<file path="src/hw/rtl/mrde_pkg.sv">
// Shared types, command codes and helpers of the draw engine.
package mrde_pkg;

    localparam int ROW_W     = 32;
    localparam int COORD_W   = 5;
    localparam int ADDR_ROWS = 32;

    localparam logic [ROW_W-1:0]   ALL_ONES = '1;
    localparam logic [COORD_W-1:0] COL_MAX  = 5'd31;

    localparam logic [2:0] OP_CLEAR   = 3'd0;
    localparam logic [2:0] OP_PIXEL   = 3'd1;
    localparam logic [2:0] OP_HLINE   = 3'd2;
    localparam logic [2:0] OP_VLINE   = 3'd3;
    localparam logic [2:0] OP_RECT    = 3'd4;
    localparam logic [2:0] OP_OUTLINE = 3'd5;
    localparam logic [2:0] OP_FLUSH   = 3'd6;

    typedef enum logic [2:0] {
        ST_INIT,
        ST_IDLE,
        ST_FILL,
        ST_PAINT,
        ST_FLUSH
    } state_t;

    // Columns a..b inclusive, column 0 in the MSB.
    function automatic logic [ROW_W-1:0] span_mask(logic [COORD_W-1:0] a,
                                                   logic [COORD_W-1:0] b);
        return (ALL_ONES >> a) & (ALL_ONES << (COL_MAX - b));
    endfunction

endpackage

</file>
<file path="src/hw/rtl/mrde_cmd_if.sv">
// Command request channel of the draw engine.
interface mrde_cmd_if;
    logic       valid;
    logic       ready;
    logic [2:0] opcode;
    logic [4:0] x_first;
    logic [4:0] y_first;
    logic [4:0] x_second;
    logic [4:0] y_second;
    logic       pen_color;

    modport source (
        output valid, opcode, x_first, y_first, x_second, y_second, pen_color,
        input  ready
    );
    modport sink (
        input  valid, opcode, x_first, y_first, x_second, y_second, pen_color,
        output ready
    );
endinterface

</file>
<file path="src/hw/rtl/mrde_row_if.sv">
// Flushed row request channel of the draw engine.
interface mrde_row_if;
    logic        valid;
    logic        ready;
    logic [4:0]  row_index;
    logic [31:0] row_pixels;
    logic        last_row;

    modport source (
        output valid, row_index, row_pixels, last_row,
        input  ready
    );
    modport sink (
        input  valid, row_index, row_pixels, last_row,
        output ready
    );
endinterface

</file>
<file path="src/hw/rtl/mrde_row_mem.sv">
// Frame store: one write port, one registered read port.
module mrde_row_mem #(
    parameter int DEPTH = 32,
    parameter int AW    = 5
) (
    input  logic                         clk,
    input  logic                         wr_en,
    input  logic [AW-1:0]                wr_addr,
    input  logic [mrde_pkg::ROW_W-1:0]   wr_data,
    input  logic                         rd_en,
    input  logic [AW-1:0]                rd_addr,
    output logic [mrde_pkg::ROW_W-1:0]   rd_data
);

    logic [mrde_pkg::ROW_W-1:0] mem [DEPTH];
    logic [mrde_pkg::ROW_W-1:0] rd_data_reg;

    always_ff @(posedge clk)
    begin
        if (wr_en)
        begin
            mem[wr_addr] <= wr_data;
        end
    end

    always_ff @(posedge clk)
    begin
        if (rd_en)
        begin
            rd_data_reg <= mem[rd_addr];
        end
    end

    assign rd_data = rd_data_reg;

endmodule

</file>
<file path="src/hw/rtl/mono_raster_draw_engine.sv">
// Top level of the monochrome draw engine.
// The frame store holds min(ROWS, 32) rows of 32 one-bit pixels in one memory with a
// registered read; rows at or above 32 cannot be addressed, so they are not stored.
// After reset the block clears the store with cmd.ready low. Clear then writes one
// row per cycle over all min(ROWS, 32) rows. Pixel and horizontal line take one
// read-modify-write row, vertical line and rectangles one row per cycle over the rows
// spanned; the last row's write-back overlaps the accept cycle of the next command.
// Flush reads one dirty row per cycle through the memory read port; a row passes the
// read stage and then the output register before it reaches the output, and the stream
// keeps one row per cycle while row.ready stays high. A flush with no dirty row emits
// nothing and returns at once. Painting pauses while a flushed row still occupies the
// read stage.
module mono_raster_draw_engine #(
    parameter int ROWS = 32
) (
    input  logic     clk,
    input  logic     rst_n,
    mrde_cmd_if.sink cmd,
    mrde_row_if.source row
);

    localparam int DEPTH = (ROWS < mrde_pkg::ADDR_ROWS) ? ROWS : mrde_pkg::ADDR_ROWS;
    localparam int AW    = (DEPTH > 1) ? $clog2(DEPTH) : 1;
    localparam logic [4:0]    TOP_ROW   = 5'(DEPTH - 1);
    localparam logic [AW-1:0] FILL_LAST = AW'(DEPTH - 1);

    mrde_pkg::state_t state_reg, state_next;

    logic [AW-1:0]               fill_cnt_reg;
    logic                        fill_pen_reg;
    logic [4:0]                  row_cnt_reg;
    logic [4:0]                  row_end_reg;
    logic [4:0]                  yl_reg;
    logic [4:0]                  yh_reg;
    logic [mrde_pkg::ROW_W-1:0]  mask_mid_reg;
    logic [mrde_pkg::ROW_W-1:0]  mask_end_reg;
    logic                        pen_reg;
    logic                        wb_valid_reg;
    logic [4:0]                  wb_row_reg;
    logic [4:0]                  fl_cnt_reg;
    logic [4:0]                  fl_end_reg;
    logic                        fp_valid_reg;
    logic [4:0]                  fp_row_reg;
    logic                        fp_last_reg;
    logic                        out_valid_reg;
    logic [4:0]                  out_index_reg;
    logic                        out_last_reg;
    logic [mrde_pkg::ROW_W-1:0]  out_pixels_reg;
    logic                        dirty_any_reg;
    logic [4:0]                  dirty_first_reg;
    logic [4:0]                  dirty_last_reg;

    logic                        cmd_fire;
    logic [4:0]                  xl, xh, yl, yh;
    logic                        dec_paint;
    logic [4:0]                  dec_lo, dec_hi, dec_hi_clip;
    logic [mrde_pkg::ROW_W-1:0]  dec_mid, dec_end;
    logic                        dec_in;
    logic                        widen;
    logic [4:0]                  widen_lo, widen_hi;

    logic                        fill_wr;
    logic                        paint_rd;
    logic                        fl_issue;
    logic                        fp_adv;
    logic                        mem_wr_en;
    logic [AW-1:0]               mem_wr_addr;
    logic [mrde_pkg::ROW_W-1:0]  mem_wr_data;
    logic                        mem_rd_en;
    logic [AW-1:0]               mem_rd_addr;
    logic [mrde_pkg::ROW_W-1:0]  mem_rd_data;
    logic [mrde_pkg::ROW_W-1:0]  wb_mask;

    assign cmd_fire = cmd.valid && cmd.ready;

    // Command decode
    always_comb
    begin
        xl = (cmd.x_first < cmd.x_second) ? cmd.x_first : cmd.x_second;
        xh = (cmd.x_first < cmd.x_second) ? cmd.x_second : cmd.x_first;
        yl = (cmd.y_first < cmd.y_second) ? cmd.y_first : cmd.y_second;
        yh = (cmd.y_first < cmd.y_second) ? cmd.y_second : cmd.y_first;
        dec_paint = 1'b1;
        dec_lo    = yl;
        dec_hi    = yh;
        dec_mid   = mrde_pkg::span_mask(xl, xh);
        dec_end   = mrde_pkg::span_mask(xl, xh);
        unique case (cmd.opcode)
            mrde_pkg::OP_PIXEL:
            begin
                dec_lo  = cmd.y_first;
                dec_hi  = cmd.y_first;
                dec_mid = mrde_pkg::span_mask(cmd.x_first, cmd.x_first);
                dec_end = mrde_pkg::span_mask(cmd.x_first, cmd.x_first);
            end
            mrde_pkg::OP_HLINE:
            begin
                dec_lo = cmd.y_first;
                dec_hi = cmd.y_first;
            end
            mrde_pkg::OP_VLINE:
            begin
                dec_mid = mrde_pkg::span_mask(cmd.x_first, cmd.x_first);
                dec_end = mrde_pkg::span_mask(cmd.x_first, cmd.x_first);
            end
            mrde_pkg::OP_RECT:
            begin
                dec_paint = 1'b1;
            end
            mrde_pkg::OP_OUTLINE:
            begin
                dec_mid = mrde_pkg::span_mask(xl, xl) | mrde_pkg::span_mask(xh, xh);
            end
            default:
            begin
                dec_paint = 1'b0;
            end
        endcase
        dec_in      = (dec_lo <= TOP_ROW);
        dec_hi_clip = (dec_hi > TOP_ROW) ? TOP_ROW : dec_hi;
    end

    // Dirty range widening on accepted clear and drawing commands
    always_comb
    begin
        widen    = 1'b0;
        widen_lo = dec_lo;
        widen_hi = dec_hi_clip;
        if (cmd_fire && (cmd.opcode == mrde_pkg::OP_CLEAR))
        begin
            widen    = 1'b1;
            widen_lo = 5'd0;
            widen_hi = TOP_ROW;
        end
        else if (cmd_fire && dec_paint && dec_in)
        begin
            widen = 1'b1;
        end
    end

    // Next state
    always_comb
    begin
        state_next = state_reg;
        unique case (state_reg)
            mrde_pkg::ST_INIT, mrde_pkg::ST_FILL:
            begin
                if (fill_cnt_reg == FILL_LAST)
                begin
                    state_next = mrde_pkg::ST_IDLE;
                end
            end
            mrde_pkg::ST_IDLE:
            begin
                if (cmd_fire)
                begin
                    priority if (cmd.opcode == mrde_pkg::OP_CLEAR)
                    begin
                        state_next = mrde_pkg::ST_FILL;
                    end
                    else if (dec_paint && dec_in)
                    begin
                        state_next = mrde_pkg::ST_PAINT;
                    end
                    else if ((cmd.opcode == mrde_pkg::OP_FLUSH) && dirty_any_reg)
                    begin
                        state_next = mrde_pkg::ST_FLUSH;
                    end
                    else
                    begin
                        state_next = mrde_pkg::ST_IDLE;
                    end
                end
            end
            mrde_pkg::ST_PAINT:
            begin
                if (paint_rd && (row_cnt_reg == row_end_reg))
                begin
                    state_next = mrde_pkg::ST_IDLE;
                end
            end
            mrde_pkg::ST_FLUSH:
            begin
                if (fl_issue && (fl_cnt_reg == fl_end_reg))
                begin
                    state_next = mrde_pkg::ST_IDLE;
                end
            end
            default:
            begin
                state_next = mrde_pkg::ST_IDLE;
            end
        endcase
    end

    // State outputs
    always_comb
    begin
        cmd.ready = 1'b0;
        fill_wr   = 1'b0;
        paint_rd  = 1'b0;
        fl_issue  = 1'b0;
        unique case (state_reg)
            mrde_pkg::ST_INIT, mrde_pkg::ST_FILL:
            begin
                fill_wr = 1'b1;
            end
            mrde_pkg::ST_IDLE:
            begin
                cmd.ready = 1'b1;
            end
            mrde_pkg::ST_PAINT:
            begin
                paint_rd = !fp_valid_reg;
            end
            mrde_pkg::ST_FLUSH:
            begin
                fl_issue = !fp_valid_reg || !out_valid_reg || row.ready;
            end
            default:
            begin
                cmd.ready = 1'b0;
            end
        endcase
    end

    assign fp_adv = fp_valid_reg && (!out_valid_reg || row.ready);

    // Memory port steering
    assign wb_mask = ((wb_row_reg == yl_reg) || (wb_row_reg == yh_reg)) ? mask_end_reg
                                                                          : mask_mid_reg;

    always_comb
    begin
        mem_wr_en   = fill_wr || wb_valid_reg;
        mem_wr_addr = fill_wr ? fill_cnt_reg : wb_row_reg[AW-1:0];
        if (fill_wr)
        begin
            mem_wr_data = {mrde_pkg::ROW_W{fill_pen_reg}};
        end
        else if (pen_reg)
        begin
            mem_wr_data = mem_rd_data | wb_mask;
        end
        else
        begin
            mem_wr_data = mem_rd_data & ~wb_mask;
        end
        mem_rd_en   = paint_rd || fl_issue;
        mem_rd_addr = fl_issue ? fl_cnt_reg[AW-1:0] : row_cnt_reg[AW-1:0];
    end

    mrde_row_mem #(
        .DEPTH (DEPTH),
        .AW    (AW)
    ) u_row_mem (
        .clk     (clk),
        .wr_en   (mem_wr_en),
        .wr_addr (mem_wr_addr),
        .wr_data (mem_wr_data),
        .rd_en   (mem_rd_en),
        .rd_addr (mem_rd_addr),
        .rd_data (mem_rd_data)
    );

    // Control registers
    always_ff @(posedge clk or negedge rst_n)
    begin
        if (!rst_n)
        begin
            state_reg       <= mrde_pkg::ST_INIT;
            fill_cnt_reg    <= '0;
            fill_pen_reg    <= 1'b0;
            wb_valid_reg    <= 1'b0;
            fp_valid_reg    <= 1'b0;
            out_valid_reg   <= 1'b0;
            dirty_any_reg   <= 1'b0;
            dirty_first_reg <= '0;
            dirty_last_reg  <= '0;
        end
        else
        begin
            state_reg    <= state_next;
            wb_valid_reg <= paint_rd;

            if (fill_wr)
            begin
                fill_cnt_reg <= (fill_cnt_reg == FILL_LAST) ? '0 : fill_cnt_reg + 1'b1;
            end
            if (cmd_fire && (cmd.opcode == mrde_pkg::OP_CLEAR))
            begin
                fill_pen_reg <= cmd.pen_color;
            end

            if (fl_issue)
            begin
                fp_valid_reg <= 1'b1;
            end
            else if (fp_adv)
            begin
                fp_valid_reg <= 1'b0;
            end

            if (fp_adv)
            begin
                out_valid_reg <= 1'b1;
            end
            else if (row.ready)
            begin
                out_valid_reg <= 1'b0;
            end

            if (cmd_fire && (cmd.opcode == mrde_pkg::OP_FLUSH))
            begin
                dirty_any_reg <= 1'b0;
            end
            else if (widen)
            begin
                dirty_any_reg <= 1'b1;
                if (!dirty_any_reg || (widen_lo < dirty_first_reg))
                begin
                    dirty_first_reg <= widen_lo;
                end
                if (!dirty_any_reg || (widen_hi > dirty_last_reg))
                begin
                    dirty_last_reg <= widen_hi;
                end
            end
        end
    end

    // Payload registers
    always_ff @(posedge clk)
    begin
        if (cmd_fire)
        begin
            row_cnt_reg  <= dec_lo;
            row_end_reg  <= dec_hi_clip;
            yl_reg       <= dec_lo;
            yh_reg       <= dec_hi;
            mask_mid_reg <= dec_mid;
            mask_end_reg <= dec_end;
            pen_reg      <= cmd.pen_color;
            fl_cnt_reg   <= dirty_first_reg;
            fl_end_reg   <= dirty_last_reg;
        end
        else
        begin
            if (paint_rd)
            begin
                row_cnt_reg <= row_cnt_reg + 5'd1;
            end
            if (fl_issue)
            begin
                fl_cnt_reg <= fl_cnt_reg + 5'd1;
            end
        end
        if (paint_rd)
        begin
            wb_row_reg <= row_cnt_reg;
        end
        if (fl_issue)
        begin
            fp_row_reg  <= fl_cnt_reg;
            fp_last_reg <= (fl_cnt_reg == fl_end_reg);
        end
        if (fp_adv)
        begin
            out_index_reg  <= fp_row_reg;
            out_last_reg   <= fp_last_reg;
            out_pixels_reg <= mem_rd_data;
        end
    end

    assign row.valid      = out_valid_reg;
    assign row.row_index  = out_index_reg;
    assign row.row_pixels = out_pixels_reg;
    assign row.last_row   = out_last_reg;

endmodule

</file>
<file path="src/flat_wrapper.sv">
// flat-port wrapper written by rule: the top's interface ports become plain ports
module mono_raster_draw_engine_flat 
#(
    parameter int ROWS = 32
)
  (clk, rst_n, cmd_valid, cmd_opcode, cmd_x_first, cmd_y_first, cmd_x_second, cmd_y_second, cmd_pen_color, cmd_ready, row_valid, row_row_index, row_row_pixels, row_last_row, row_ready);
  mrde_cmd_if cmd_i ();
  mrde_row_if row_i ();
  input  logic clk;
  input  logic rst_n;
  input wire logic [$bits(cmd_i.valid)-1:0] cmd_valid;
  input wire logic [$bits(cmd_i.opcode)-1:0] cmd_opcode;
  input wire logic [$bits(cmd_i.x_first)-1:0] cmd_x_first;
  input wire logic [$bits(cmd_i.y_first)-1:0] cmd_y_first;
  input wire logic [$bits(cmd_i.x_second)-1:0] cmd_x_second;
  input wire logic [$bits(cmd_i.y_second)-1:0] cmd_y_second;
  input wire logic [$bits(cmd_i.pen_color)-1:0] cmd_pen_color;
  output wire logic [$bits(cmd_i.ready)-1:0] cmd_ready;
  output wire logic [$bits(row_i.valid)-1:0] row_valid;
  output wire logic [$bits(row_i.row_index)-1:0] row_row_index;
  output wire logic [$bits(row_i.row_pixels)-1:0] row_row_pixels;
  output wire logic [$bits(row_i.last_row)-1:0] row_last_row;
  input wire logic [$bits(row_i.ready)-1:0] row_ready;
  assign cmd_i.valid = cmd_valid;
  assign cmd_i.opcode = cmd_opcode;
  assign cmd_i.x_first = cmd_x_first;
  assign cmd_i.y_first = cmd_y_first;
  assign cmd_i.x_second = cmd_x_second;
  assign cmd_i.y_second = cmd_y_second;
  assign cmd_i.pen_color = cmd_pen_color;
  assign cmd_ready = cmd_i.ready;
  assign row_valid = row_i.valid;
  assign row_row_index = row_i.row_index;
  assign row_row_pixels = row_i.row_pixels;
  assign row_last_row = row_i.last_row;
  assign row_i.ready = row_ready;
  mono_raster_draw_engine #(.ROWS(ROWS)) u_core (.clk(clk), .rst_n(rst_n), .cmd(cmd_i), .row(row_i));
endmodule
</file>
<file path="config.mk">
export PLATFORM = sky130hd
export DESIGN_NAME = mono_raster_draw_engine_flat
export DESIGN_NICKNAME = d
export VERILOG_FILES = /design/src/hw/rtl/mrde_pkg.sv /design/src/hw/rtl/mrde_cmd_if.sv /design/src/hw/rtl/mrde_row_if.sv /design/src/hw/rtl/mrde_row_mem.sv /design/src/hw/rtl/mono_raster_draw_engine.sv /design/src/flat_wrapper.sv
export SDC_FILE = /design/constraint.sdc
export NUM_CORES = 2
export LEC_CHECK = 0
export ABC_AREA = 1
export BUFFER_PORTS_ARGS = -buffer_cell sky130_fd_sc_hd__buf_2
export CAP_MARGIN = 10
export CORE_ASPECT_RATIO = 1.5
export CORE_MARGIN = 2
export CORE_UTILIZATION = 40
export CTS_BUF_LIST = sky130_fd_sc_hd__clkbuf_2 sky130_fd_sc_hd__clkbuf_4 sky130_fd_sc_hd__clkbuf_8
export CTS_CLUSTER_DIAMETER = 100
export CTS_CLUSTER_SIZE = 14
export DETAILED_ROUTE_END_ITERATION = 10
export PLACE_DENSITY = 0.55
export RECOVER_POWER = 25
export SKIP_LAST_GASP = 1
export SLEW_MARGIN = 20
export SYNTH_ARGS = -nofsm -noshare
export SYNTH_HDL_FRONTEND = slang
export SYNTH_SLANG_ARGS = --single-unit
</file>
<file path="constraint.sdc">
create_clock -name clk -period 12.4 [get_ports clk]
set_input_delay 2.48 -clock clk [delete_from_list [all_inputs] [get_ports clk]]
set_output_delay 2.48 -clock clk [all_outputs]
set_load 0.01 [all_outputs]
</file>
### Yosys cells after proc, flatten, opt, wreduce, memory -nomap -nowiden

Memory sizes are Yosys's and may differ from the RTL's. A register that Yosys moved wholly into a read port is not among the register bits.
Cells that the tools add are included.

* bits in latches: 0
* bits in registers: 167
* memory bits (read-only): 0
* memories kept: 1
* memory bits (writable): 1024
* input bits: 28

* reduce and logical (&&, ||, !) cells: 35
* bitwise logic cells: 9
* multiply operators: 0
* $lt $le $gt $ge: 6
* $add $sub $neg: 6
* shift-type cells: 6
* muxes and demuxes: 44
* divide/modulo/power cells: 0
* equality and inequality tests: 19

Memories
* u_core.u_row_mem.mem: depth 32, bits a word 32, read ports 1, clocked after memory_dff 1, write ports 1, RTL line mrde_row_mem.sv:15 `logic [mrde_pkg::ROW_W-1:0] mem [DEPTH];`

Operators by type and width (number)
* 32-bit bitwise AND: 5
* 32-bit 2-to-1 mux: 4
* 32-bit by 5-bit << shifter with 32-bit output, first input constant: 3
* 32-bit by 5-bit right shift with 32-bit output, first input constant: 3
* 5-bit 2-to-1 mux: 16
* 32-bit OR: 2
* 32-bit case mux with 2 select lines: 1
* 32-bit inverter: 1
* 3-bit 2-to-1 mux: 7
* 5-bit == test: 4
* 5-bit by 1-bit adder with 5-bit output, second input constant: 3
* 5-bit < comparator: 3
* 1-bit 2-to-1 mux: 15
* 5-bit subtractor, first input constant: 3
* 3-bit by 2-bit == test with 1-bit output, second input constant: 4
* 3-bit == test, second input constant: 4
* 3-bit case mux with 4 select lines: 1
* 1-bit logical AND: 10
* 2-bit nonzero test: 5
* 1-bit logical OR: 8
* 2-bit by 1-bit != test with 1-bit output, second input constant: 4
* 3-bit by 1-bit == test with 1-bit output, second input constant: 2
* 3-bit zero test: 2
* 3-bit AND reduction: 2
* other kinds (9): 13

### Logic depth before layout (Yosys ltp)

* depth after elaboration: 9
* gate-level depth with buffers: 21

### Hierarchy

From an unflattened synthesis, not the netlist that was laid out.

* cell total of the unflattened synthesis: 4742
* area, all modules: 52663.0 µm²

Modules (own cells, without submodules)
* mrde_row_mem: cells each 3536, area an instance 42726.0 µm², instances 1
* mono_raster_draw_engine: cells each 1206, area an instance 9937.0 µm², instances 1

### Worst setup path after synthesis

OpenSTA, ideal clock, no wires.

* kind: input to register
* start point: in cmd_valid
* end point: reg u_core.fl_cnt_reg[3], data pin
* data required time: 12.012 ns
* data arrival time: 5.521 ns
* slack: 6.491 ns
* stages: 4
* cells stage by stage: inv_1 > nor2_1 > clkbuf_1 > o21ai_0

* cells in the longest elaborated chain, start to end: 2

Ends and longest elaborated chain
* start, declared: RTL line flat_wrapper.sv:11 `input wire logic [$bits(cmd_i.valid)-1:0] cmd_valid;`
* 1-bit logical AND: RTL line mono_raster_draw_engine.sv:74 `assign cmd_fire = cmd.valid && cmd.ready;`
* via u_core.cmd_fire: RTL line mono_raster_draw_engine.sv:53 `logic cmd_fire;`
* 5-bit 2-to-1 mux: RTL line mono_raster_draw_engine.sv:335 `if (cmd_fire)`
* end signal, assigned: RTL line mono_raster_draw_engine.sv:344 `fl_cnt_reg <= dirty_first_reg;`
* end signal, assigned: RTL line mono_raster_draw_engine.sv:355 `fl_cnt_reg <= fl_cnt_reg + 5'd1;`
* end, declared: RTL line mono_raster_draw_engine.sv:40 `logic [4:0] fl_cnt_reg;`

The timed path passes the listed nets, and every way through them passes these cells.
A chain may end at the register's enable or synchronous reset.

### Worst setup path in the final report

* start point: in row_ready
* end point: reg u_core.u_row_mem.rd_data_reg (netlist bit u_core.u_row_mem.rd_data[12]), read port of u_core.u_row_mem.mem, data pin

* cells in the longest elaborated chain, start to end: 3

Ends and longest elaborated chain
* start, declared: RTL line flat_wrapper.sv:23 `input wire logic [$bits(row_i.ready)-1:0] row_ready;`
* 1-bit logical OR (*): RTL line mono_raster_draw_engine.sv:218 `fl_issue = !fp_valid_reg || !out_valid_reg || row.ready;`
* 1-bit 2-to-1 mux (*): RTL line mono_raster_draw_engine.sv:203 `unique case (state_reg)`
* 5-bit 2-to-1 mux or 1-bit logical OR (tied branches): RTL line mono_raster_draw_engine.sv:250, mono_raster_draw_engine.sv:249
* end, declared: RTL line mrde_row_mem.sv:16 `logic [mrde_pkg::ROW_W-1:0] rd_data_reg;`

Every way passes the cells marked *; elsewhere a longest branch is shown, timed or not.

==> qor.csv <==
metric,value,unit
Die Span X,309,um
Worst EP required,12990,ps
post-synthesis sequential area ratio,0.656,
ANT nets after route,0,
worst hold endpoint,u_core.row.row_index[1],
DR vias,38957,
Seq cells post-synth,1223,
nets,5616,
post-route clock period utilization,0.528,
"EDFF count, synth",1200,
die area,0.143,mm2
TritonCTS buffer count,97,
RSZ-0062 raised after global routing,no,
endpoints failing setup,0,
worst slew pin tran,3690,ps
Die H,462,um
Initial Util,0.404,
Post-synth top flop,edfxtp_1,
critical path arrival,7140,ps
synth warn,0,
Crit. End Element,flop,
Worst Skew,47.6,ps
Area Growth Syn to Fin,6.73,%
FF-to-FF Start,u_core.state_reg[2],
Switch Pwr,5.77,mW
number of global-route vias before repair,37197,
"commonest cells after routing, fill and taps aside","nand2_1 (1463), edfxtp_1 (1200), nand3_1 (1149)",
Hold Buf Count CTS,0,
proportion of power drawn by the clock network,0.154,
WL final,172000,um
"Async S/R FF share, synth",0.0188,
synth unique cells,38,
clk sink count,1223,
number of vias per cell,5.23,
Post-CTS Setup Bufs,0,
outcome,"complete, but fails checks",
r2r worst-path depth,9,
Critical Path Start Type,input port,
TritonRoute pass-1 iters,6,
violated checks,"max-capacitance violations, max-slew violations",
Syn Area/Cell,9.97,um2
GPL Wtd Cong,0.961,
"most common cell after layout, fill and taps aside",nand2_1,
critical path class,in2reg,
initial DRC count,3896,
area of the mapped netlist,0.0558,mm2
grt total ovfl,0,
clk root buf,clkbuf_8,
max cap viols,7,
PD cells,231,mW/mm2
min-delay worst type,reg2reg,
Fmax,153,MHz
routed len/inst,23.1,um
CTS tree,built,
LEAKAGE,25.3,nW
Slew headroom,-1.46,
Fin. Hold Viols,0,
Reg2Reg Setup Slack,6120,ps
Cells after Synth,5600,
Sw Ratio,0.419,
setup tns final,0,ps
ratio of cells with drive above 1 in the final layout,0.0579,
core area,0.138,mm2
worst reg2reg endpoint,u_core.u_row_mem.mem[3][13],
H-Tree Level Count,3,
Final min period,6550,ps
CTS Buffer Depth,3,
initial antenna violation count,3,
first-pass GRT wire length,251000,um
fin. max-slew vios,210,
Comb pwr share,0.396,
crit path max fanout,179,
peak supply drop,0.238,mV
Hold Startpoint,u_core.fp_row_reg[1],
Top reg by flops,u_core.u_row_mem.mem,
Seq pwr share,0.450,
clk slew on worst S/H paths,90,ps
later-pin clock latency in the skew report,840,ps
syn nets,5649,
Total GRT Usage,0.241,
hold-critical path depth,0,
num ports,68,
max reg flops,1024,
number of port buffers,67,
# rows,167,
Post-DP HPWL,91400,um
DRC,0,
post-cts resize count,0,
internal power,7.98,mW
largest net degree at the start of global routing,180,
Pwr Total,13.8,mW
routing by layer:
metal / part of all wire / GRT usage
met1: 0.39 / 0.299
met2: 0.50 / 0.420
met3: 0.063 / 0.0333
met4: 0.043 / 0.101
met5: 0 / 0
per-stage QoR:
| step | std cells | area [um2] | utilization | setup WS, ps | hold slack, ps |
|---|---|---|---|---|---|
| detailed placement | 7327 | 58200 | 0.420 | 5110 | 408 |
| global placement | 7326 | 58100 | 0.420 | 5200 | 410 |
| global route | 7453 | 59600 | 0.431 | 5530 | 436 |
| floorplan | 5600 | 55800 | - | 6490 | 400 |
| finish | 7454 | 59600 | 0.431 | 5850 | 434 |
| CTS | 7452 | 59700 | 0.432 | 6060 | 431 |
cell families after synthesis:
group,Yosys count,synth area share
XOR/XNOR,25,0.00392
flip-flops,1223,0.656
buffers and inverters,1355,0.0971
AND/OR/NAND/NOR,2847,0.225
AO/OA/AOI/OAI,129,0.0139
adder cells (fa/ha/maj),21,0.00470
final cells by class:
class	instances	area, um2
antenna	2	5.00
clock buffer	119	1510
clock inverter	6	55.1
fill	13332	78700
inverter	1077	4050
multi-input combinational	3022	14100
sequential	1223	36600
tap	1859	2330
timing repair buffer	146	957
cells in the mapped netlist (10+ instances only):
| cell type | instances | area [um2] |
|---|---|---|
| clkbuf_1 | 69 | 259 |
| buf_2 | 155 | 776 |
| nand3_1 | 1148 | 5750 |
| a21oi_1 | 12 | 60.1 |
| inv_1 | 1065 | 4000 |
| nand3b_1 | 64 | 480 |
| nand2_1 | 1464 | 5500 |
| nor2_1 | 103 | 387 |
| buf_4 | 36 | 270 |
| o21ai_0 | 54 | 270 |
| xor2_1 | 11 | 96.3 |
| o211ai_1 | 33 | 248 |
| dfrtp_1 | 23 | 576 |
| buf_1 | 17 | 63.8 |
| ha_1 | 21 | 263 |
| o21ai_1 | 14 | 70.1 |
| nand2_2 | 10 | 62.6 |
| xnor2_1 | 14 | 123 |
| nand4_1 | 38 | 238 |
| edfxtp_1 | 1200 | 36000 |
power groups by stage:
stage / clock, mW / sequential, mW / combinational, mW
after floorplan: 0 / 6.13 / 3.55
after global placement: 0 / 6.27 / 5.42
after detailed placement: 0 / 6.27 / 5.46
after CTS: 2.17 / 6.18 / 5.47
after global routing: 2.30 / 6.24 / 5.98
final: 2.12 / 6.19 / 5.44
worst max-delay path, cell delays in order:
cell and delay, ps:
buf_2 90, inv_1 110, nand3_1 240, nand2_2 440, nand2_8 520, nand2_8 870, buf_12 620, buf_4 720
nand2_1 110, nand3_1 120, nand3_1 90, nand3_1 130, nand2_1 110, nand2_1 100, nand2_1 50
worst max path at each step:
stage / cells after the start / end / slack [ps] / from
2_1_floorplan: 4 / u_core.fl_cnt_reg[3] / 6490 / cmd_valid
3_3_place_gp: 15 / u_core.u_row_mem.rd_data[12] / 5200 / row_ready
3_5_place_dp: 15 / u_core.u_row_mem.rd_data[12] / 5110 / row_ready
4_1_cts: 15 / u_core.u_row_mem.rd_data[12] / 6060 / row_ready
5_1_grt: 15 / u_core.u_row_mem.rd_data[12] / 5530 / row_ready
6_report: 15 / u_core.u_row_mem.rd_data[12] / 5850 / row_ready
No activity file was read; power rests on OpenSTA's default activity.
